File: src/rtl/sbus_frame_decoder_top_assert.svh
// Assertion macros shared by the frame decoder RTL.
`ifndef SBUS_FRAME_DECODER_TOP_ASSERT_SVH
`define SBUS_FRAME_DECODER_TOP_ASSERT_SVH

// same-cycle implication, checked outside reset
`define SBFD_ASSERT_NOW(label, clk, rst, ante, cons) \
   label: assert property (@(posedge clk) disable iff (rst) (ante) |-> (cons)) \
      else $error("sbfd assertion failed");

// next-cycle implication, checked outside reset
`define SBFD_ASSERT_NEXT(label, clk, rst, ante, cons) \
   label: assert property (@(posedge clk) disable iff (rst) (ante) |=> (cons)) \
      else $error("sbfd assertion failed");

`endif

File: src/rtl/sbfd_pkg.sv
// Types, constants and helpers shared by the frame decoder modules.
package sbfd_pkg;

   localparam int FRAME_BYTES  = 25;
   localparam int LAST_POS     = FRAME_BYTES - 1;
   localparam int POS_BITS     = 5;
   localparam int STREAM_BYTES = FRAME_BYTES - 2;
   localparam int STREAM_BITS  = STREAM_BYTES * 8;
   localparam int CH_BITS      = 11;
   localparam int CH_IDX_BITS  = 4;
   localparam int CNT_BITS     = 32;
   localparam int REQ_BITS     = 40;
   localparam int RSP_BITS     = 152;
   localparam int QUEUE_DEPTH  = 2;
   localparam int PTR_BITS     = $clog2(QUEUE_DEPTH);

   localparam logic [7:0] START_BYTE = 8'h0F;
   localparam logic [7:0] END_BYTE   = 8'h00;
   localparam logic [3:0] END_NIBBLE = 4'h4;

   localparam logic [CH_BITS-1:0] CLAMP_MIN_RST  = 11'd172;
   localparam logic [CH_BITS-1:0] CLAMP_MAX_RST  = 11'd1811;
   localparam logic [CH_BITS-1:0] LOW_LIMIT_RST  = 11'd600;
   localparam logic [CH_BITS-1:0] HIGH_LIMIT_RST = 11'd1400;

   typedef enum logic [1:0] {
      REG_CLAMP_MIN,
      REG_CLAMP_MAX,
      REG_LOW_LIMIT,
      REG_HIGH_LIMIT
   } sbfd_reg_type;

   // one good frame, handed from front to back
   typedef struct packed {
      logic [STREAM_BITS-1:0] stream;
      logic                   failsafe;
      logic                   frame_lost;
      logic [CNT_BITS-1:0]    lost_count;
      logic [CNT_BITS-1:0]    skipped_count;
      logic [CNT_BITS-1:0]    error_count;
      logic [CNT_BITS-1:0]    period_us;
   } sbfd_entry_type;

   typedef struct packed {
      logic full;
      logic empty;
   } sbfd_qstat_type;

   function automatic logic is_end_type(input logic [7:0] b);
      return (b == END_BYTE) || (b[3:0] == END_NIBBLE);
   endfunction

endpackage

File: src/rtl/sbfd_front.sv
// Front end: byte sync, frame collection, end check, event counters.
`include "sbus_frame_decoder_top_assert.svh"
module sbfd_front (
   input  logic                    clock,
   input  logic                    reset,
   input  logic                    req_tvalid,
   output logic                    req_tready,
   input  logic [7:0]              rx_byte,
   input  logic [31:0]             time_us,
   input  sbfd_pkg::sbfd_qstat_type q_stat,
   output logic                    push,
   output sbfd_pkg::sbfd_entry_type push_entry
);
   import sbfd_pkg::*;

   logic [POS_BITS-1:0]    pos_ff, pos_in;
   logic [7:0]             prev_ff, prev_in;
   logic [STREAM_BITS-1:0] stream_ff, stream_in;
   logic [CNT_BITS-1:0]    lost_ff, lost_in;
   logic [CNT_BITS-1:0]    skip_ff, skip_in;
   logic [CNT_BITS-1:0]    err_ff, err_in;
   logic [CNT_BITS-1:0]    time_ff, time_in;
   logic                   req_fire;
   logic                   at_end;
   logic [7:0]             flags;

   assign at_end     = (pos_ff == POS_BITS'(LAST_POS));
   // only the end byte needs room in the queue
   assign req_tready = !(at_end && q_stat.full);
   assign req_fire   = req_tvalid && req_tready;
   assign flags      = stream_ff[STREAM_BITS-1 -: 8];

   always_comb begin
      pos_in    = pos_ff;
      prev_in   = prev_ff;
      stream_in = stream_ff;
      lost_in   = lost_ff;
      skip_in   = skip_ff;
      err_in    = err_ff;
      time_in   = time_ff;
      push      = 1'b0;
      if (req_fire) begin
         prev_in = rx_byte;
         priority if (pos_ff == '0) begin
            if (rx_byte == START_BYTE && is_end_type(prev_ff)) begin
               pos_in = POS_BITS'(1);
            end else begin
               skip_in = skip_ff + 1'b1;
            end
         end else if (!at_end) begin
            stream_in = {rx_byte, stream_ff[STREAM_BITS-1:8]};
            pos_in    = pos_ff + 1'b1;
         end else begin
            pos_in = '0;
            if (is_end_type(rx_byte)) begin
               push    = 1'b1;
               lost_in = lost_ff + CNT_BITS'(flags[2]);
               time_in = time_us;
            end else begin
               err_in = err_ff + 1'b1;
            end
         end
      end
   end

   always_comb begin
      push_entry.stream        = stream_ff;
      push_entry.failsafe      = flags[3];
      push_entry.frame_lost    = flags[2];
      push_entry.lost_count    = lost_in;
      push_entry.skipped_count = skip_ff;
      push_entry.error_count   = err_ff;
      push_entry.period_us     = time_us - time_ff;
   end

   always_ff @(posedge clock) begin
      if (reset) begin
         pos_ff  <= '0;
         prev_ff <= END_BYTE;
         lost_ff <= '0;
         skip_ff <= '0;
         err_ff  <= '0;
         time_ff <= '0;
      end else begin
         pos_ff  <= pos_in;
         prev_ff <= prev_in;
         lost_ff <= lost_in;
         skip_ff <= skip_in;
         err_ff  <= err_in;
         time_ff <= time_in;
      end
   end

   always_ff @(posedge clock) begin
      stream_ff <= stream_in;
   end

   `SBFD_ASSERT_NOW(a_push_at_end, clock, reset, push, at_end && req_fire)
   `SBFD_ASSERT_NOW(a_pos_range, clock, reset, 1'b1, pos_ff <= POS_BITS'(LAST_POS))

endmodule

File: src/rtl/sbfd_queue.sv
// Two-entry frame queue between the front end and the channel emitter.
`include "sbus_frame_decoder_top_assert.svh"
module sbfd_queue (
   input  logic                     clock,
   input  logic                     reset,
   input  logic                     push,
   input  sbfd_pkg::sbfd_entry_type push_entry,
   input  logic                     pop,
   output sbfd_pkg::sbfd_entry_type head,
   output sbfd_pkg::sbfd_qstat_type q_stat
);
   import sbfd_pkg::*;

   sbfd_entry_type        mem_ff [QUEUE_DEPTH];
   logic [PTR_BITS-1:0]   wr_ff, wr_in;
   logic [PTR_BITS-1:0]   rd_ff, rd_in;
   logic [PTR_BITS:0]     cnt_ff, cnt_in;

   assign q_stat.full  = (cnt_ff == (PTR_BITS+1)'(QUEUE_DEPTH));
   assign q_stat.empty = (cnt_ff == '0);
   assign head         = mem_ff[rd_ff];

   always_comb begin
      wr_in  = push ? PTR_BITS'(wr_ff + 1'b1) : wr_ff;
      rd_in  = pop  ? PTR_BITS'(rd_ff + 1'b1) : rd_ff;
      cnt_in = cnt_ff + (PTR_BITS+1)'(push) - (PTR_BITS+1)'(pop);
   end

   always_ff @(posedge clock) begin
      if (reset) begin
         wr_ff  <= '0;
         rd_ff  <= '0;
         cnt_ff <= '0;
      end else begin
         wr_ff  <= wr_in;
         rd_ff  <= rd_in;
         cnt_ff <= cnt_in;
      end
   end

   always_ff @(posedge clock) begin
      if (push) begin
         mem_ff[wr_ff] <= push_entry;
      end
   end

   `SBFD_ASSERT_NOW(a_no_overflow, clock, reset, push, !q_stat.full)
   `SBFD_ASSERT_NOW(a_no_underflow, clock, reset, pop, !q_stat.empty)

endmodule

File: src/rtl/sbfd_back.sv
// Back end: per-channel unpack, clamp, classify, output register, limit registers.
`include "sbus_frame_decoder_top_assert.svh"
module sbfd_back #(
   parameter int NUM_CHANNELS = 10
) (
   input  logic                                  clock,
   input  logic                                  reset,
   input  logic                                  csr_valid,
   output logic                                  csr_ready,
   input  logic [1:0]                            csr_index,
   input  logic [sbfd_pkg::CH_BITS-1:0]          csr_data,
   input  sbfd_pkg::sbfd_entry_type              head,
   input  sbfd_pkg::sbfd_qstat_type              q_stat,
   output logic                                  pop,
   output logic                                  rsp_tvalid,
   input  logic                                  rsp_tready,
   output logic [sbfd_pkg::RSP_BITS-1:0]         rsp_tdata,
   output logic                                  rsp_tlast
);
   import sbfd_pkg::*;

   localparam logic [CH_IDX_BITS-1:0] LAST_CH = CH_IDX_BITS'(NUM_CHANNELS - 1);

   logic [CH_BITS-1:0]     cmin_ff, cmax_ff, low_ff, high_ff;
   logic [CH_IDX_BITS-1:0] ch_ff, ch_in;
   logic                   valid_ff, valid_in;
   logic [RSP_BITS-1:0]    data_ff, data_in;
   logic                   last_ff, last_in;
   logic                   load;
   logic                   emit;
   logic [7:0]             offset;
   logic [CH_BITS-1:0]     raw;
   logic [CH_BITS-1:0]     value;
   logic                   is_low, is_center, is_high;
   sbfd_reg_type           reg_sel;

   assign csr_ready = 1'b1;
   assign reg_sel   = sbfd_reg_type'(csr_index);

   always_ff @(posedge clock) begin
      if (reset) begin
         cmin_ff <= CLAMP_MIN_RST;
         cmax_ff <= CLAMP_MAX_RST;
         low_ff  <= LOW_LIMIT_RST;
         high_ff <= HIGH_LIMIT_RST;
      end else if (csr_valid) begin
         unique case (reg_sel)
            REG_CLAMP_MIN:  cmin_ff <= csr_data;
            REG_CLAMP_MAX:  cmax_ff <= csr_data;
            REG_LOW_LIMIT:  low_ff  <= csr_data;
            REG_HIGH_LIMIT: high_ff <= csr_data;
            default: ;
         endcase
      end
   end

   assign load = !valid_ff || rsp_tready;
   assign emit = load && !q_stat.empty;
   assign pop  = emit && (ch_ff == LAST_CH);

   assign offset = 8'(ch_ff) * 8'(CH_BITS);
   assign raw    = head.stream[offset +: CH_BITS];

   always_comb begin
      priority if (raw < cmin_ff) begin
         value = cmin_ff;
      end else if (raw > cmax_ff) begin
         value = cmax_ff;
      end else begin
         value = raw;
      end
      is_low    = value < low_ff;
      is_center = (low_ff < value) && (value < high_ff);
      is_high   = high_ff < value;
   end

   always_comb begin
      ch_in    = ch_ff;
      valid_in = valid_ff;
      data_in  = data_ff;
      last_in  = last_ff;
      if (emit) begin
         ch_in    = pop ? '0 : ch_ff + 1'b1;
         valid_in = 1'b1;
         last_in  = pop;
         data_in  = {4'b0, head.period_us, head.error_count, head.skipped_count,
                     head.lost_count, head.frame_lost, head.failsafe,
                     is_high, is_center, is_low, value, ch_ff};
      end else if (load) begin
         valid_in = 1'b0;
      end
   end

   always_ff @(posedge clock) begin
      if (reset) begin
         ch_ff    <= '0;
         valid_ff <= 1'b0;
      end else begin
         ch_ff    <= ch_in;
         valid_ff <= valid_in;
      end
   end

   always_ff @(posedge clock) begin
      data_ff <= data_in;
      last_ff <= last_in;
   end

   assign rsp_tvalid = valid_ff;
   assign rsp_tdata  = data_ff;
   assign rsp_tlast  = last_ff;

   `SBFD_ASSERT_NOW(a_mid_frame_has_head, clock, reset, ch_ff != '0, !q_stat.empty)
   `SBFD_ASSERT_NEXT(a_pop_marks_last, clock, reset, pop, rsp_tvalid && rsp_tlast)

endmodule

File: src/rtl/sbus_frame_decoder_top.sv
// Top level of the serial-bus frame decoder.
// Usage:
//   req_*  : one received serial byte and its microsecond timestamp per request.
//   rsp_*  : one result per channel of each good frame, channel 0 first; tlast
//            marks the final channel of the frame.
//   csr_*  : limit register writes (index 0..3: clamp_min, clamp_max, low_limit,
//            high_limit), always ready; write only while the decoder is idle.
// Throughput: one byte per cycle on the request side while req_tready is high;
//   one channel result per cycle on the result side while the receiver is
//   ready and a frame is queued. A good frame yields NUM_CHANNELS results.
// With the back end idle, the first result of a frame is valid once the end
//   byte is accepted, written into the queue and loaded into the output register.
// A two-frame queue separates byte intake from result emission. When the
//   receiver stalls, results wait in the output register and bytes keep flowing;
//   only the end byte of a frame is held off while the queue is full.
// Bad start or end bytes produce no result, they only advance the counters.
// Reset (synchronous, active high) clears position, counters, queue and output
//   valid, and restores the limit registers to their defaults.
module sbus_frame_decoder_top #(
   parameter int NUM_CHANNELS = 10
) (
   input  logic                          clock,
   input  logic                          reset,
   input  logic                          req_tvalid,
   output logic                          req_tready,
   // [7:0] rx_byte, [39:8] time_us
   input  logic [sbfd_pkg::REQ_BITS-1:0] req_tdata,
   output logic                          rsp_tvalid,
   input  logic                          rsp_tready,
   // [3:0] channel_index, [14:4] channel_value, [15] is_low, [16] is_center,
   // [17] is_high, [18] failsafe, [19] frame_lost, [51:20] lost_count,
   // [83:52] skipped_count, [115:84] error_count, [147:116] period_us, zero pad
   output logic [sbfd_pkg::RSP_BITS-1:0] rsp_tdata,
   output logic                          rsp_tlast,
   input  logic                          csr_valid,
   output logic                          csr_ready,
   input  logic [1:0]                    csr_index,
   input  logic [sbfd_pkg::CH_BITS-1:0]  csr_data
);
   import sbfd_pkg::*;

   logic           push;
   logic           pop;
   sbfd_entry_type push_entry;
   sbfd_entry_type head;
   sbfd_qstat_type q_stat;

   sbfd_front u_front (
      .clock      (clock),
      .reset      (reset),
      .req_tvalid (req_tvalid),
      .req_tready (req_tready),
      .rx_byte    (req_tdata[7:0]),
      .time_us    (req_tdata[39:8]),
      .q_stat     (q_stat),
      .push       (push),
      .push_entry (push_entry)
   );

   sbfd_queue u_queue (
      .clock      (clock),
      .reset      (reset),
      .push       (push),
      .push_entry (push_entry),
      .pop        (pop),
      .head       (head),
      .q_stat     (q_stat)
   );

   sbfd_back #(
      .NUM_CHANNELS (NUM_CHANNELS)
   ) u_back (
      .clock      (clock),
      .reset      (reset),
      .csr_valid  (csr_valid),
      .csr_ready  (csr_ready),
      .csr_index  (csr_index),
      .csr_data   (csr_data),
      .head       (head),
      .q_stat     (q_stat),
      .pop        (pop),
      .rsp_tvalid (rsp_tvalid),
      .rsp_tready (rsp_tready),
      .rsp_tdata  (rsp_tdata),
      .rsp_tlast  (rsp_tlast)
   );

endmodule

File: config.mk
export PLATFORM = sky130hd
export DESIGN_NAME = sbus_frame_decoder_top
export DESIGN_NICKNAME = d
export VERILOG_FILES = /design/src/rtl/sbfd_pkg.sv /design/src/rtl/sbfd_front.sv /design/src/rtl/sbfd_queue.sv /design/src/rtl/sbfd_back.sv /design/src/rtl/sbus_frame_decoder_top.sv
export VERILOG_INCLUDE_DIRS = /design/src /design/src/rtl
export SDC_FILE = /design/constraint.sdc
export NUM_CORES = 1
export LEC_CHECK = 0
export ABC_AREA = 1
export BUFFER_PORTS_ARGS = -buffer_cell sky130_fd_sc_hd__buf_4
export CELL_PAD_IN_SITES_DETAIL_PLACEMENT = 1
export CELL_PAD_IN_SITES_GLOBAL_PLACEMENT = 2
export CORE_UTILIZATION = 42
export CTS_CLUSTER_DIAMETER = 100
export DETAILED_ROUTE_END_ITERATION = 12
export GPL_ROUTABILITY_DRIVEN = 0
export PLACE_DENSITY_LB_ADDON = 0.1
export SLEW_MARGIN = 15
export SYNTH_ARGS = -nofsm -noshare
export SYNTH_HDL_FRONTEND = slang
export SYNTH_SLANG_ARGS = --single-unit
export TNS_END_PERCENT = 10
File: constraint.sdc
create_clock -name clock -period 24 [get_ports clock]
set_input_delay 4.8 -clock clock [delete_from_list [all_inputs] [get_ports clock]]
set_output_delay 4.8 -clock clock [all_outputs]
set_load 0.05 [all_outputs]
Word-level counts from Yosys, hierarchy flattened:

Memories as Yosys holds them, arrays and structs flattened. A register that Yosys moved wholly into a read port is not among the register bits.
Cells that the tools add are included.

* output and inout bits: 156
* RAM bits: 628
* word-level logic and storage cells: 98
* register bits: 527
* memories: 1
* bits of input ports: 58

* $lt $le $gt $ge: 6
* multipliers: 1
* bitwise gates (word level): 4
* reduce and logical (&&, ||, !) cells: 27
* mux-type cells: 20
* eq/ne operators: 10
* add/sub/neg operators: 10
* shift-type cells: 1

Memories
* u_queue.mem_ff: words 2, bits a word 314, read ports 1, clocked after Yosys merged registers in 1, write ports 1, RTL line sbfd_queue.sv:14 `sbfd_entry_type mem_ff [QUEUE_DEPTH];`

Operator list (count)
* $shiftx A184 B9 Y11: 1
* $mux W32: 4
* $add A32 B1 Y32 const B: 2
* $lt A11 B11 Y1: 5
* $add A32 B1 Y32: 1
* $sub A32 B32 Y32: 1
* $mux W11: 2
* $logic_not A8 Y1: 2
* $mux W5: 3
* $gt A11 B11 Y1: 1
* $mux W1: 10
* $reduce_and A2 Y1: 5
* $eq A4 B3 Y1 const B: 2
* $eq A8 B4 Y1 const B: 1
* $mul A4 B4 Y8 const B: 1
* $reduce_and A4 Y1: 2
* $eq A2 B2 Y1 const B: 3
* $logic_and A1 B1 Y1: 6
* $reduce_and A3 Y1: 2
* $add A5 B1 Y5 const B: 1
* $eq A5 B5 Y1 const B: 1
* $logic_not A5 Y1: 1
* $add A4 B1 Y4 const B: 1
* $eq A4 B4 Y1 const B: 1
* other kinds (11): 20

Longest topological paths before layout:

* word-level depth: 8
* mapped depth: 32

Modules after synthesis:

Synthesis repeated with hierarchy kept, for this count alone.

* cells, all modules: 3779
* area, all modules: 48595.4 um^2

Modules (own cells, without submodules)
* sbfd_queue: area each 23956.7 um^2, sequential area each 18958.2 um^2, instances 1, cells an instance 1008
* sbfd_front: area each 15468.6 um^2, sequential area each 8348.0 um^2, instances 1, cells an instance 1867
* sbfd_back: area each 9170.0 um^2, sequential area each 5455.2 um^2, instances 1, cells an instance 904

Worst setup path after synthesis:

No wires, ideal clock.

* path kind: input to register
* from: input req_tdata[5] (netlist bit)
* to: memory u_queue.mem_ff[0][0] (netlist bit) (enable)
* data required time: 23021 ps
* path buffers: 2
* data arrival time: 18405 ps
* setup slack: 4616 ps
* stages on the path: 10
* setup time: 979 ps
* path through: nor2_1 > nand2_1 > inv_1 > or2_2 > nand3_1 > nor2_2 > inv_2 > buf_2 > buf_2 > nor2_1

* cells in the longest elaborated chain, start to end: 8

Ends and longest elaborated chain
* start, declared: RTL line sbus_frame_decoder_top.sv:27 `input logic [sbfd_pkg::REQ_BITS-1:0] req_tdata,`
* $logic_not A8 Y1: RTL line sbfd_pkg.sv:50 `return (b == END_BYTE) || (b[3:0] == END_NIBBLE);`
* $logic_or A1 B1 Y1: RTL line sbfd_pkg.sv:50
* $mux W1: RTL line sbfd_front.sv:55 `if (is_end_type(rx_byte)) begin`
* $mux W1: RTL line sbfd_front.sv:50 `end else if (!at_end) begin`
* $mux W1: RTL line sbfd_front.sv:44 `priority if (pos_ff == '0) begin`
* $mux W1: RTL line sbfd_front.sv:42 `if (req_fire) begin`
* $mux W1: RTL line sbfd_queue.sv:42 `if (push) begin`
* $mux W1 (not written as such): RTL line sbfd_queue.sv:43 `mem_ff[wr_ff] <= push_entry;`
* end, declared: RTL line sbfd_queue.sv:14

Every way passes these cells.

Final worst setup path:

* from: input req_tdata[5] (netlist bit)
* to: memory u_queue.mem_ff[1][156] (netlist bit) (enable)

The elaborated chain is that of the path after synthesis.

==> metrics <==
CTS tree yes; total global routing overflow 0; # hold bufs at CTS 0; #FFs+latches synth 1,140; Final period util about a third; r2r setup slk 17.27 ns; GRT met2 Usage 36.7%; crit path kind input pin to flip-flop; layout cells sized above 1 11.2%; Sequential cell area between 30,000 and 40,000 sq um; min Tclk post-route 7.76 ns; FMAX between 100 and 150 MHz; ys async rst share 0%; sequential area share after synthesis 71.2%; R2R depth 28; final setup vio count 0; PD cells 79.2 nW/um^2; Hold Path Class flip-flop to flip-flop; Syn Inst Count 3,810; Critical-path top delay cell buf_4; Crit Reg-Reg Endpoint u_back.rsp_tdata[16]; Post-Syn Area 45,400 sq um; DRC viols 0; total CTS buffers 118; final non-filler cell total 5,527; die area approximately 110,000 sq um; Root Buffer clkbuf_16; vias in the first global route 29,500; Pins Over Slew Limit 0; initial antenna violation count 2; Initial DRC Count 1,660; DRT Pass-1 Iters 5; met1 Use GR about 27%; Max-cap violations 0; CP Cell Sequence buf_4 -> nor2_1 -> nand2_1 -> inv_1 -> or2_2 -> nand3_1 -> nor2_2 -> inv_2 -> nor2_4 -> buf_12 -> buf_4; drt wl/cell approximately 21 um; # IOs 214; clk sink count roughly 1,100; FILL cells 11,200; status complete, no violations; most frequent cells after synthesis 945 x edfxtp_1, 844 x nand2_1, 335 x nor2_1; max incr delay on CP 0.85 ns; first-pass GRT wire length between 150,000 and 200,000 um; hold_sp u_front.stream_ff[183]; Pleak 18.5 nW; Rel. slew slack 24.9%; Bufs and invs on worst path 5; Worst-Margin Slew 1.13 ns; library cells used by synthesis 53; global-route usage over all layers 21.0%; critical path launch point type input pin; Routed Antenna Nets 0; area of the multi-input gates about 11,000 sq um; total of warnings raised by yosys 0; Avg Synthesized Cell Area 11.9 sq um; Max Clock Skew between 0.02 and 0.025 ns; Die Span X 331 um; Layout Utilization between 40% and 50%; worst vdd ir between 0.07 and 0.08 mV; starting density of the core between 40 and 50%; Hold Fails Final Rpt 0; M3 GR Usage 3.03%; pin count of the biggest net entering global routing 182; GRT busiest layer met2; most frequent cell after synthesis edfxtp_1; postcts setup bufs 0; placed insts 5,302; share of Yosys cell area claimed by the top area cell type 62.6%; final wirelength between 100,000 and 150,000 um; most used cell, CP buf_4; signal arrival time at the worst endpoint 8.07 ns; n_diodes 0; CTS clk-pin slew, worst paths 0.06 ns; ys flop type edfxtp_1; clk_lat worst skew a little over 0.7 ns; setup TNS 0 ns; Clock Path Buffers 3; PostCTS Resize Cnt 0; Top Family by Delay on Critical Path buffers and inverters; Core Rows 120; Area growth syn-to-layout 15.1%; routed vias 28,600; number of synthesized flops with an enable pin 945; Worst Setup End Kind flip-flop; nets@finish 4,163; RSZ-0062 raised after global routing false; DPL Wire Length 74,000 um; H-tree Lvls 3; hold path cells 0; CP Max Fanout ~140; vias per cell 5.17; die height 331 um; Area contributors post-synth edfxtp_1 63%, dfxtp_1 8.6%, nand2_1 7.0%, o21ai_0 3.0%, nor2_1 2.8%; cell taking the most area after synthesis edfxtp_1; # port buffers 208; CORE AREA around 110,000 sq um; critical path data required time between 20 and 25 ns; hold worst-path end u_front.stream_ff[175]
per-layer routing:
layer / part of all wire, % / vias up
met3: 3.3 / 145
met4: 2.2 / 0
met2: 50 / 459
li1: - / 13800
met5: 0 / -
met1: 44 / 14200
through the flow:
stage | power [mW] | instance area [sq um] | setup slack [ns] | hold slack [ns]
after global routing | 4.27 | 52200 | 15.95 | 0.427
after detailed placement | 2.36 | 48300 | 15.08 | 0.406
final | 4.13 | 52200 | 16.24 | 0.423
after CTS | 4.18 | 52200 | 15.83 | 0.420
after global placement | 2.35 | 48300 | 15.09 | 0.411
after floorplan | 2.31 | 45400 | 4.62 | 0.400
layout make-up:
| class | count | share of cell area [%] |
|---|---|---|
| clock buffers | 139 | 5.93 |
| flip-flops and latches | 1140 | 61.9 |
| repair buffers | 242 | 3.59 |
| clock inverters | 85 | 1.51 |
| multi-input cells | 2281 | 22.0 |
| inverters | 237 | 1.72 |
| well taps | 1403 | 3.36 |
cells in the final DEF (no fill, tap or decap), drive strengths merged, types with 2 or more instances in the layout:
cell type  instances
edfxtp           945
nand2            850
nor2             341
o21ai            293
buf              242
inv              237
a21oi            198
dfxtp            195
nand3            166
clkbuf           139
ha                84
clkinv            62
xor2              58
o221ai            53
nor3              53
o211ai            38
nand4             31
xnor2             25
nor4              19
bufinv            12
and2              11
clkinvlp          11
or2               10
o21bai             7
nand3b             6
a211oi             5
nor3b              5
conb               5
a21o               4
o22ai              3
and3               3
a221oi             2
a21boi             2
a31oi              2
o31ai              2
state kept, by name, summed over array words and instances (netlist names), 32 cells and up, named ones only:
register and count:
u_queue.mem_ff 612, u_front.stream_ff 184, u_back.rsp_tdata 148, u_front.err_ff 32, u_front.lost_ff 32, u_front.skip_ff 32, u_front.time_ff 32
logic make-up after synthesis:
group	count (synthesis)	share of synthesized area, %
other cells	2	0.0166
simple gates	1497	13.7
buf+inv	392	3.59
fa+ha+maj	85	2.36
compound gates	611	7.55
flops	1140	71.2
xor+xnor	83	1.60
power breakdown:
part           total (mW)  leakage [nW]  internal [mW]  switching [mW]
sequential           2.20          9.91           2.18          0.0214
clock                1.82          1.87           1.05           0.771
combinational       0.115          6.71         0.0326          0.0825
total                4.13          18.5           3.26           0.875
worst max path at each step:
stage,from,endpoint,slack (ns),depth (start not counted)
2_1_floorplan,req_tdata[5],u_queue.mem_ff[0][0],4.62,10
3_3_place_gp,req_tdata[7],u_queue.mem_ff[1][173],15.09,11
3_5_place_dp,req_tdata[7],u_queue.mem_ff[1][173],15.08,11
4_1_cts,req_tdata[7],u_queue.mem_ff[1][162],15.83,11
5_1_grt,req_tdata[7],u_queue.mem_ff[1][162],15.95,11
6_report,req_tdata[5],u_queue.mem_ff[1][156],16.24,11
Note: power is estimated with default switching activity, not from simulation.
